===== config.mk =====
export PLATFORM = sky130hd
export DESIGN_NAME = keyboard_backlight_hotkey_ctrl_unit
export DESIGN_NICKNAME = d
export VERILOG_FILES = /design/src/rtl/kbh_pkg.sv /design/src/rtl/keyboard_backlight_hotkey_ctrl_unit.sv
export SDC_FILE = /design/constraint.sdc
export NUM_CORES = 1
export LEC_CHECK = 0
export ABC_AREA = 1
export BUFFER_PORTS_ARGS = -buffer_cell sky130_fd_sc_hd__buf_2
export CELL_PAD_IN_SITES_DETAIL_PLACEMENT = 0
export CELL_PAD_IN_SITES_GLOBAL_PLACEMENT = 1
export CORE_ASPECT_RATIO = 1.75
export CORE_MARGIN = 1
export CORE_UTILIZATION = 39
export DETAILED_ROUTE_END_ITERATION = 8
export MAX_ROUTING_LAYER = met4
export PLACE_DENSITY = 0.79
export SLEW_MARGIN = 15
export SYNTH_ARGS = -nofsm -noshare
export SYNTH_HDL_FRONTEND = slang
export SYNTH_SLANG_ARGS = --single-unit

===== constraint.sdc =====
create_clock -name clk -period 3.88 [get_ports clk]
set_input_delay 0.776 -clock clk [delete_from_list [all_inputs] [get_ports clk]]
set_output_delay 0.776 -clock clk [all_outputs]
set_load 0.005 [all_outputs]

===== src/rtl/kbh_pkg.sv =====
`default_nettype none
package kbh_pkg;

  // event codes carried in the input selector
  typedef enum logic [3:0] {
    FN_REPORT  = 4'd0,
    FN_TOGGLE  = 4'd1,
    FN_DOWN    = 4'd2,
    FN_UP      = 4'd3,
    FN_CYCLE   = 4'd4,
    FN_LOCK    = 4'd5,
    FN_SET_LVL = 4'd6,
    FN_SET_RGB = 4'd7,
    FN_INIT    = 4'd8
  } func_t;

  typedef logic [7:0]  level_t;
  typedef logic [23:0] rgb_t;

  localparam int NUM_LEVELS = 6;
  localparam int NUM_COLORS = 7;

  // configuration register indexes
  localparam logic REG_COLOR_MODE = 1'b0;

  localparam level_t LVL_TABLE [NUM_LEVELS] = '{
    8'd48, 8'd72, 8'd96, 8'd144, 8'd192, 8'd255
  };

  localparam rgb_t RGB_TABLE [NUM_COLORS] = '{
    24'hFFFFFF, 24'h0000FF, 24'hFF0000, 24'hFF00FF, 24'h00FF00, 24'h00FFFF, 24'hFFFF00
  };

  localparam rgb_t   RGB_WHITE  = 24'hFFFFFF;
  localparam level_t SAVED_INIT = 8'd72;
  localparam level_t LEVEL_MAX  = 8'd255;

  // clamp a 24-bit brightness to eight bits
  function automatic level_t sat_level(input rgb_t v);
    sat_level = (v[23:8] != 16'd0) ? LEVEL_MAX : v[7:0];
  endfunction

  // highest table level below lvl; found is low when there is none
  function automatic logic [8:0] step_down(input level_t lvl);
    logic   found;
    level_t nxt;
    found = 1'b0;
    nxt   = '0;
    for (int i = 0; i < NUM_LEVELS; i++) begin
      if (LVL_TABLE[i] < lvl) begin
        found = 1'b1;
        nxt   = LVL_TABLE[i];
      end
    end
    step_down = {found, nxt};
  endfunction

  // lowest table level above lvl; found is low when there is none
  function automatic logic [8:0] step_up(input level_t lvl);
    logic   found;
    level_t nxt;
    found = 1'b0;
    nxt   = '0;
    for (int i = NUM_LEVELS - 1; i >= 0; i--) begin
      if (LVL_TABLE[i] > lvl) begin
        found = 1'b1;
        nxt   = LVL_TABLE[i];
      end
    end
    step_up = {found, nxt};
  endfunction

  // next colour in the cycle, an unknown colour wraps to white
  function automatic rgb_t next_color(input rgb_t cur);
    rgb_t nxt;
    nxt = RGB_WHITE;
    for (int i = 0; i < NUM_COLORS - 1; i++) begin
      if (RGB_TABLE[i] == cur) begin
        nxt = RGB_TABLE[i + 1];
      end
    end
    next_color = nxt;
  endfunction

endpackage
`default_nettype wire


===== src/rtl/keyboard_backlight_hotkey_ctrl_unit.sv =====
// an event passes through the input register and then the result register before its result is valid
// throughput: one event per cycle while the output is not stalled; the event logic sits between the two registers
// an input transfer is still taken while one finished result waits on the output
// reset: synchronous, active low; clears brightness, saved level, colour, colour valid,
// colour mode and both valid flags
`default_nettype none
module keyboard_backlight_hotkey_ctrl_unit
  import kbh_pkg::*;
(
  input  wire logic        clk,
  input  wire logic        rst_n,
  // event channel
  input  wire logic        in_tvalid,
  output logic             in_tready,
  input  wire logic [23:0] in_tdata,   // value[23:0]
  input  wire logic [3:0]  in_tuser,   // func[3:0]
  // result channel
  output logic             out_tvalid,
  input  wire logic        out_tready,
  // level_write[0], level_value[8:1], color_write[9], color_value[33:10],
  // notify_change[34], current_level[42:35], lock_pulse[43], zero[47:44]
  output logic [47:0]      out_tdata,
  // configuration port
  input  wire logic        cfg_psel,
  input  wire logic        cfg_penable,
  input  wire logic        cfg_pwrite,
  input  wire logic [2:0]  cfg_paddr,
  input  wire logic [31:0] cfg_pwdata,
  output logic [31:0]      cfg_prdata,
  output logic             cfg_pready
);

  logic        in_valid_r;
  logic [3:0]  in_func_r;
  rgb_t        in_value_r;
  logic        out_valid_r;
  logic [47:0] out_data_r;
  logic [47:0] out_data_nxt;

  level_t level_now_r,   level_now_nxt;
  level_t level_saved_r, level_saved_nxt;
  rgb_t   color_now_r,   color_now_nxt;
  logic   color_valid_r, color_valid_nxt;
  logic   color_mode_r;

  logic   advance;
  logic   in_xfer;
  logic   cfg_wr;

  // handshake control
  assign advance    = !out_valid_r || out_tready;
  assign in_tready  = !in_valid_r || advance;
  assign in_xfer    = in_tvalid && in_tready;
  assign out_tvalid = out_valid_r;
  assign out_tdata  = out_data_r;

  // configuration port
  assign cfg_pready = 1'b1;
  assign cfg_wr     = cfg_psel && cfg_penable && cfg_pwrite && cfg_pready;
  assign cfg_prdata = (cfg_paddr[2] == REG_COLOR_MODE) ? {31'd0, color_mode_r} : 32'd0;

  always_ff @(posedge clk) begin
    if (!rst_n) begin
      color_mode_r <= 1'b0;
    end else if (cfg_wr && cfg_paddr[2] == REG_COLOR_MODE) begin
      color_mode_r <= cfg_pwdata[0];
    end
  end

  // input register
  always_ff @(posedge clk) begin
    if (!rst_n) begin
      in_valid_r <= 1'b0;
    end else if (in_xfer) begin
      in_valid_r <= 1'b1;
    end else if (advance) begin
      in_valid_r <= 1'b0;
    end
  end

  always_ff @(posedge clk) begin
    if (in_xfer) begin
      in_func_r  <= in_tuser;
      in_value_r <= in_tdata;
    end
  end

  // event logic
  always_comb begin
    logic       lw, cw, nt, lk;
    level_t     lv;
    rgb_t       cv;
    logic [8:0] stp;
    lw  = 1'b0;
    cw  = 1'b0;
    nt  = 1'b0;
    lk  = 1'b0;
    lv  = '0;
    cv  = '0;
    stp = '0;
    level_now_nxt   = level_now_r;
    level_saved_nxt = level_saved_r;
    color_now_nxt   = color_now_r;
    color_valid_nxt = color_valid_r;
    case (func_t'(in_func_r))
      FN_REPORT: begin
        level_now_nxt = sat_level(in_value_r);
        nt = 1'b1;
      end
      FN_TOGGLE: begin
        lw = 1'b1;
        nt = 1'b1;
        if (level_now_r != 8'd0) begin
          level_saved_nxt = level_now_r;
          level_now_nxt   = 8'd0;
        end else begin
          level_now_nxt = level_saved_r;
          lv            = level_saved_r;
        end
      end
      FN_DOWN, FN_UP: begin
        nt = 1'b1;
        if (level_now_r != 8'd0) begin
          stp = (func_t'(in_func_r) == FN_DOWN) ? step_down(level_now_r) : step_up(level_now_r);
          if (stp[8]) begin
            lw            = 1'b1;
            lv            = stp[7:0];
            level_now_nxt = stp[7:0];
          end
        end else begin
          lw            = 1'b1;
          lv            = level_saved_r;
          level_now_nxt = level_saved_r;
        end
      end
      FN_CYCLE: begin
        if (color_valid_r) begin
          nt = 1'b1;
          if (level_now_r != 8'd0) begin
            color_now_nxt = next_color(color_now_r);
            cw            = 1'b1;
            cv            = color_now_nxt;
          end else begin
            lw            = 1'b1;
            lv            = level_saved_r;
            level_now_nxt = level_saved_r;
          end
        end
      end
      FN_LOCK: begin
        lk = 1'b1;
      end
      FN_SET_LVL: begin
        lw            = 1'b1;
        lv            = sat_level(in_value_r);
        level_now_nxt = lv;
      end
      FN_SET_RGB: begin
        if (color_valid_r) begin
          color_now_nxt = in_value_r;
          cw            = 1'b1;
          cv            = in_value_r;
        end
      end
      FN_INIT: begin
        level_now_nxt   = 8'd0;
        color_valid_nxt = color_mode_r;
        if (color_mode_r) begin
          level_saved_nxt = SAVED_INIT;
          color_now_nxt   = RGB_WHITE;
          cw              = 1'b1;
          cv              = RGB_WHITE;
        end else begin
          level_saved_nxt = 8'd0;
          color_now_nxt   = '0;
        end
      end
      default: begin
      end
    endcase
    out_data_nxt = {4'd0, lk, level_now_nxt, nt, cv, cw, lv, lw};
  end

  // held state, updated as an event moves into the result register
  always_ff @(posedge clk) begin
    if (!rst_n) begin
      level_now_r   <= '0;
      level_saved_r <= '0;
      color_now_r   <= '0;
      color_valid_r <= 1'b0;
    end else if (advance && in_valid_r) begin
      level_now_r   <= level_now_nxt;
      level_saved_r <= level_saved_nxt;
      color_now_r   <= color_now_nxt;
      color_valid_r <= color_valid_nxt;
    end
  end

  // result register
  always_ff @(posedge clk) begin
    if (!rst_n) begin
      out_valid_r <= 1'b0;
    end else if (advance) begin
      out_valid_r <= in_valid_r;
    end
  end

  always_ff @(posedge clk) begin
    if (advance && in_valid_r) begin
      out_data_r <= out_data_nxt;
    end
  end

endmodule
`default_nettype wire


## Word level (Yosys, flattened, before mapping)

Cells that the tools add are included.

| cells by class | value |
|---|---|
| $add $sub $neg | 0 |
| $mul | 0 |
| div/mod/pow operators | 0 |
| order comparisons | 12 |
| eq/ne operators | 17 |
| shifts and indexed selects | 0 |
| muxes and demuxes | 76 |
| bitwise gates (word level) | 1 |
| reductions and logical operators | 22 |

Operators by type and width:

| kind | number |
|---|---|
| two-way mux 24 bit | 13 |
| two-way mux 8 bit | 24 |
| one-hot mux 24 bit (3 select lines) | 2 |
| equality test 24 bit (first input constant) | 3 |
| equality test 16 x 24 -> 1 bit (first input constant) | 2 |
| one-hot mux 8 bit (5 select lines) | 1 |
| one-hot mux 8 bit (4 select lines) | 1 |
| two-way mux 1 bit | 28 |
| equality test 8 x 24 -> 1 bit (first input constant) | 1 |
| greater-than comparator 8 bit (first input constant) | 3 |
| < comparator 8 bit (first input constant) | 3 |
| equality test 4 x 3 -> 1 bit (second input constant) | 4 |
| greater-than comparator 7 x 8 -> 1 bit (first input constant) | 2 |
| < comparator 7 x 8 -> 1 bit (first input constant) | 2 |
| one-hot mux 8 bit (2 select lines) | 1 |
| nonzero test 16 bit | 1 |
| two-way mux 9 bit | 1 |
| equality test 4 x 2 -> 1 bit (second input constant) | 2 |
| greater-than comparator 6 x 8 -> 1 bit (first input constant) | 1 |
| < comparator 6 x 8 -> 1 bit (first input constant) | 1 |
| nonzero test 8 bit | 1 |
| two-way mux 7 bit | 1 |
| two-way mux 6 bit | 1 |
| != test 2 bit (second input constant) | 3 |
| other kinds (15) | 26 |

| word-level totals | value |
|---|---|
| bits in registers | 116 |
| bits in latches | 0 |
| RAM bits | 0 |
| ROM bits | 0 |
| input bits | 70 |
| output and inout bits | 83 |
| word-level logic and storage cells | 138 |
| memories kept | 0 |

## Longest topological paths before layout

Gate-level depths: netlist of run 1.

| depth | value |
|---|---|
| depth after elaboration | 13 |
| gate-level depth with buffers | 15 |
| depth with buffers taken out | 14 |

## Worst setup path before layout of run 1

OpenSTA, ideal clock, no wires.

| path | value |
|---|---|
| path kind | input to register |
| start point | in out_tready |
| end point | reg level_now_r[0] |
| library setup time | 0.111 ns |
| arrival | 2.882 ns |
| setup slack | 0.887 ns |
| stages on the path | 8 |
| path buffers | 1 |
| path through | inv_1 > nand2_1 > nand2_1 > inv_2 > clkbuf_1 > nand4_1 > nand2_1 > inv_1 |

| on the way | value |
|---|---|
| word-level cells in the longest chain between the ends | 2 |

RTL lines:

| what | line | text |
|---|---|---|
| start, declared | keyboard_backlight_hotkey_ctrl_unit.sv:19 | `input wire logic out_tready,` |
| logical OR 1 bit | keyboard_backlight_hotkey_ctrl_unit.sv:51 | `assign advance = !out_valid_r \|\| out_tready;` |
| logical AND 1 bit | keyboard_backlight_hotkey_ctrl_unit.sv:191 | `end else if (advance && in_valid_r) begin` |
| end signal, assigned | keyboard_backlight_hotkey_ctrl_unit.sv:192 | `level_now_r <= level_now_nxt;` |
| end, declared | keyboard_backlight_hotkey_ctrl_unit.sv:40 | `level_t level_now_r, level_now_nxt;` |

No other way between the ends.
A chain may end at the register's enable or synchronous reset.

## Worst setup path after layout of run 1

| path | value |
|---|---|
| start point | reg in_func_r[3] |
| end point | reg out_data_r[0], in the netlist out_tdata[0] (data pin) |

| on the way | value |
|---|---|
| word-level cells in the longest chain between the ends | 5 |
| elaborated cells between the ends (all ways) | 11 |
| those cells by class | eq/ne: 5; mux: 4; reduce/logical: 2 |

RTL lines:

| what | line | text |
|---|---|---|
| start, declared | keyboard_backlight_hotkey_ctrl_unit.sv:34 | `logic [3:0] in_func_r;` |
| start signal, assigned | keyboard_backlight_hotkey_ctrl_unit.sv:83 | `in_func_r <= in_tuser;` |
| equality test 4 x 2 -> 1 bit | keyboard_backlight_hotkey_ctrl_unit.sv:105, keyboard_backlight_hotkey_ctrl_unit.sv:124 |  |
| two-way mux 9 bit | keyboard_backlight_hotkey_ctrl_unit.sv:124 | `stp = (func_t'(in_func_r) == FN_DOWN) ? step_down(level_now_r) : step_up(level_now_r);` |
| two-way mux 1 bit | keyboard_backlight_hotkey_ctrl_unit.sv:125 | `if (stp[8]) begin` |
| two-way mux 1 bit | keyboard_backlight_hotkey_ctrl_unit.sv:123 | `if (level_now_r != 8'd0) begin` |
| one-hot mux 1 bit (3 select lines) (*) | keyboard_backlight_hotkey_ctrl_unit.sv:105 | `case (func_t'(in_func_r))` |
| via out_data_nxt[0] | keyboard_backlight_hotkey_ctrl_unit.sv:38 | `logic [47:0] out_data_nxt;` |
| end signal, assigned | keyboard_backlight_hotkey_ctrl_unit.sv:210 | `out_data_r <= out_data_nxt;` |
| end, declared | keyboard_backlight_hotkey_ctrl_unit.sv:37 | `logic [47:0] out_data_r;` |

The timed path passes the listed nets; every way through them passes the cells marked *.

==> metrics.cfg, run 1 <==
[floorplan]
die_y_um = 167.7
core-area_um2 = 15310
rows = 60
dieWidth_um = 96.66
start_util = 0.3993
io_pins = 153
die_area_um2 = 16210

[global_route]
use_met1 = 0.1989
grt_pass1_vias = 5019
gr-total-overflow = 0
grt_util_met3 = 0.03339
gr-usage-met2 = 0.4020
grtUsageTotal = 0.2117
grt-busiest-layer = met2
grt_max_degree = 59
grt_pass1_wl_um = 25760
antenna_found_initial = 0

[setup_path]
critPathArrivalTime_ns = 2.61
critPathKind = flop to flop
worstSetupStartpointType = flop
critPathLaunch = in_func_r[3]
cp-end-kind = flop
path_max_fanout = 9
regToRegStartpoint = in_func_r[3]
worst_ep_required_time_ns = 3.98

[clock_tree]
post_cts_resized = 0
cts_setup_buffers = 0
clk_path_buf_depth = 2
worstSkewPairLatency_ns = 0.41
htree_levels = 4
root_buffer = clkbuf_16
cts_tree = done
cts_buffers = 17
ctsHoldBuffers = 0
clkTransAtPathRegs_ns = 0.06
cts_num_sinks = 116

[pwr]
power_leakage_nw = 3.182
power.total_mw = 3.263
power_density_nw_per_um2 = 460.9
vdd_drop_max_mv = 0.3101

[timing]
fin_worst_skew_ns = 0.009273
finalSetupTns_ns = 0
setup_viol_count_final = 0
rsz0062_at_grt = no
slew_headroom = 0.3119
slew_violations = 0
fin_crit_sh = 0.6466
hold_viol_final = 0
min_period_ns = 2.509
setup_slack_ns = 1.371
max_freq_mhz = 398.6
worst_pin_slew_ns = 1.026

[routing]
drt_iter0_markers = 211
via_count = 5132
ant_nets = 0
drc = 0
routed_wl_um = 16210
drt-pass1-iter-count = 5
vias_per_cell = 5.022
wl_per_cell_um = 15.86

[hold_path]
hold_class = flop to flop
min_from = level_saved_r[5]

[run]
drv_cap = 0

[logic_synthesis]
synth_top_area_cell = edfxtp_1
ys_warn_count = 0
syn_area_um2 = 6116
ys_seq_area_frac = 0.4975
synth_area_leaders = edfxtp_1, dfxtp_1, nand2_1, buf_4, nor2_1
synth_top_area_frac = 0.3535
syn_inst = 744
ys_types = 38
syn_avg_cell_area_um2 = 8.220
ys_ff_latch = 116

[finish]
final_cell_mix = nand2_1, buf_2, nor2_1, edfxtp_1, inv_1
layout-area-overhead-vs-synth_pct = 15.75
fin_nets = 893
fin_util = 0.4623
instances_no_fill = 1022
diodes = 0
final_common_cell = nand2_1
fill_cells = 1576
drive_gt1_frac = 0.1806

[placement]
numPortBuffers = 83
gp_congestion = 0.8884
dp_worst_setup_slack_ns = 1.110
dp.cells = 990
dp_hpwl_um = 12020

[outcome]
outcome = complete, no violations

==> layer usage <==
metal  wire (µm)  part of all wire
met1        5838              0.36
met2        9341              0.58
met3         422             0.026
met4         606             0.037
met5           0                 0
==> cell families after synthesis <==
group	Yosys count	synth area share
buf+inv	137	0.1150
flops	116	0.4975
compound gates	137	0.1248
other cells	2	0.001228
simple gates	352	0.2615
==> cell usage after synthesis (all sizes together) <==
cell	count
nand2	190
nor2	82
inv	78
edfxtp	72
o21ai	68
nand3	49
a21oi	46
buf	46
dfxtp	44
nand4	17
clkbuf	13
o211ai	8
o311ai	8
nor3	6
nor4	4
a31oi	2
and2	2
conb	2
o22ai	2
a21boi	1
nand3b	1
o2111ai	1
o311a	1
or2	1
==> path summary, 6_finish.rpt <==
| check | to | slack [ns] | cells after the start |
|---|---|---|---|
| max | out_tdata[0] | 1.37 | 8 |
| min | level_saved_r[5] | 0.48 | 2 |
| max reg2reg | out_tdata[0] | 1.37 | 8 |
| min reg2reg | level_saved_r[5] | 0.48 | 2 |
==> state kept, by name, summed over array words and instances, names as in the netlist <==
name	cells
color_valid_r	1
in_valid_r	1
out_tdata	44
out_tvalid	1
level_now_r	8
color_now_r	24
color_mode_r	1
in_func_r	4
level_saved_r	8
in_value_r	24
==> power breakdown <==
part | switching [mW] | total, mW | internal, mW
Clock | 0.555 | 1.53 | 0.973
Combinational | 0.225 | 0.327 | 0.102
Sequential | 0.0360 | 1.41 | 1.37
==> through the flow <==
step                cell area [µm²]  hold slack [ns]
detailed placement             6506           0.4751
CTS                            7079           0.4836
global route                   7079           0.5045
global placement               6506           0.4677
finish                         7079           0.4826
floorplan                      6243           0.4584
==> critical path, cell delays in order, from the launching register on <==
cell and delay [ns]:
edfxtp_1 0.45, nor2_2 0.21, nand2_2 0.20, nor2_4 0.23, nand3_1 0.12, nand2_2 0.18
inv_1 0.10, o21ai_0 0.45, o2111ai_1 0.25
==> layout make-up <==
| class | count | area (µm²) | area share |
|---|---|---|---|
| Clock buffer | 22 | 464.2 | 0.06557 |
| Sequential cell | 116 | 3043 | 0.4298 |
| Timing Repair Buffer | 85 | 430.4 | 0.06080 |
| Tap cell | 186 | 232.7 | 0.03287 |
| Inverter | 78 | 302.8 | 0.04277 |
| Clock inverter | 10 | 108.9 | 0.01538 |
| Multi-Input combinational cell | 525 | 2497 | 0.3528 |
No activity file was read; power rests on OpenSTA's default activity.
==> inputs of run 2 (changes only) <==
==> constraint.sdc (replaced) <==
create_clock -name clk -period 2.6 [get_ports clk]
set_input_delay 0.52 -clock clk [delete_from_list [all_inputs] [get_ports clk]]
set_output_delay 0.52 -clock clk [all_outputs]
set_load 0.005 [all_outputs]
==> run 2 against run 1 <==
  * Highest routed layer unchanged
  * Register-to-register slack got worse by 1.0 ns
  * Combinational power grew 54%
  * Critical path type unchanged
  * Sequential share of layout area decreased by 0.56 points
  * Worst setup slack worse by 1.0 ns
  * Wire length grew 0.20%
  * Worst hold slack lost 0.20 ns
==> metrics.cfg, run 2 (same netlist as run 1, synthesis figures left out) <==
[timing]
rsz0062_at_grt = no
fin_worst_skew_ns = 0.009782
setup_slack_ns = 0.3537
finalSetupTns_ns = 0
slew_headroom = 0.5921
worst_pin_slew_ns = 0.6112
min_period_ns = 2.246
fin_hold_ws_ns = 0.2799
slew_violations = 0
max_freq_mhz = 445.2
fin_crit_sh = 0.8640
hold_viol_final = 0
setup_viol_count_final = 0

[setup_path]
worst_ep_required_time_ns = 2.76
regToRegStartpoint = level_now_r[7]
critPathArrivalTime_ns = 2.41
cp_top_family = simple AND/OR/NAND/NOR gates
cp-end-kind = flop
critPathKind = flop to flop
r2r_end = out_tdata[38]
r2r_setup_slack_ns = 0.35
critPathBufInv = 1
crit_top_cell = nand2_1
worstSetupStartpointType = flop
slowest_stage = dfxtp_1
r2r.worst_path.cells = 11
path_cells = nand2_1 > nor2_1 > nand2_1 > nand2_1 > o21ai_1 > nor2_1 > nand2_1 > nand2_1 > nand3_1 > nand2_1 > inv_1
slowest_delay_ns = 0.57
path_max_fanout = 8

[global_route]
grt-busiest-layer = met2
use_met1 = 0.1987
grtUsageTotal = 0.2085
gr-total-overflow = 0
grt_max_degree = 34
grt_pass1_wl_um = 25420
grt_pass1_vias = 5054
gr-usage-met2 = 0.3990
grt_util_met3 = 0.03506
antenna_found_initial = 0

[placement]
dpl_cell_area_um2 = 6581
dp_hpwl_um = 12320
dp_worst_setup_slack_ns = 0.3921
numPortBuffers = 83
gp_congestion = 0.8770

[clock_tree]
htree_levels = 4
ctsHoldBuffers = 0
worstSkewPairLatency_ns = 0.41
clkTransAtPathRegs_ns = 0.06
post_cts_resized = 0
clk_path_buf_depth = 2
cts_num_sinks = 116
cts_tree = done
cts_setup_buffers = 0
root_buffer = clkbuf_16
cts_buffers = 17

[routing]
ant_nets = 0
vias_per_cell = 4.977
drc = 0
drt_iter0_markers = 224
wl_per_cell_um = 15.74
via_count = 5136
routed_wl_um = 16240
drt-pass1-iter-count = 4

[outcome]
outcome = complete, no violations

[finish]
final_cell_mix = nand2_1, buf_2, nor2_1, edfxtp_1, inv_1
final_common_cell = nand2_1
diodes = 0
drive_gt1_frac = 0.1903
fin_nets = 903
final_area_um2 = 7173
layout-area-overhead-vs-synth_pct = 17.29
largest_reg_flops = 44

[hold_path]
hold_end = in_value_r[21]
whs_path_depth = 1
min_from = in_tdata[21]
hold_class = input port to flop

[floorplan]
start_util = 0.3993
core-area_um2 = 15310
rows = 60
die_y_um = 167.7
dieWidth_um = 96.66
io_pins = 153
die_area_um2 = 16210

[pwr]
vdd_drop_max_mv = 0.4372
power_leakage_nw = 3.243
power_density_nw_per_um2 = 690.1

[run]
drv_cap = 0

## run 2: cell count changes in the layout (fill, tap and decap cells not counted), sizes merged
cell	before	now
clkbuf	22	18
bufinv	2	3
clkinvlp	3	2
buf	85	95
clkinv	5	9
## run 2: where the power goes
part / switching, mW / leakage [nW] / internal, mW
Combinational: 0.336 / 1.90 / 0.166
Sequential: 0.0534 / 1.06 / 2.05
Clock: 0.851 / 0.285 / 1.50
Total: 1.24 / 3.24 / 3.71
## run 2: how the worst max path moves through the flow
stage | depth (start not counted) | from | end | slack (ns)
6_report | 11 | level_now_r[7] | out_tdata[38] | 0.35
5_1_grt | 11 | level_now_r[7] | out_tdata[38] | 0.20
4_1_cts | 11 | level_now_r[7] | out_tdata[38] | 0.37
3_5_place_dp | 11 | level_now_r[7] | out_tdata[38] | 0.39
3_3_place_gp | 11 | level_now_r[7] | out_tdata[38] | 0.39
2_1_floorplan | 8 | out_tready | level_now_r[1] | 0.60
## run 2: area by class of cell
| type | count | area (µm²) |
|---|---|---|
| Inverter | 78 | 302.8 |
| Sequential cell | 116 | 3043 |
| Clock inverter | 14 | 162.7 |
| Fill cell | 1552 | 8142 |
| Multi-Input combinational cell | 525 | 2497 |
| Timing Repair Buffer | 95 | 505.5 |
| Tap cell | 186 | 232.7 |
| Clock buffer | 18 | 429.2 |
## run 2: through the flow
step	instances	util	total power [mW]
6_report	1032	0.4684	4.951
5_1_grt	1032	0.4684	5.126
4_1_cts	1032	0.4684	4.981
3_5_place_dp	1000	0.4297	2.640
3_3_place_gp	1000	0.4297	2.637
2_1_floorplan	778	-	2.496
## run 2: worst reg2reg max path, cell delays in order (launching register included)
cell	delay, ns
dfxtp_1	0.57
nand2_1	0.19
nor2_1	0.27
nand2_1	0.17
nand2_1	0.16
o21ai_1	0.16
nor2_1	0.14
nand2_1	0.07
nand2_1	0.08
nand3_1	0.07
nand2_1	0.09
inv_1	0.04
## run 2: routing by layer
layer,part of all wire,wire length [µm]
met1,0.35,5749
met2,0.58,9426
met3,0.031,496
met4,0.035,568
met5,0,0
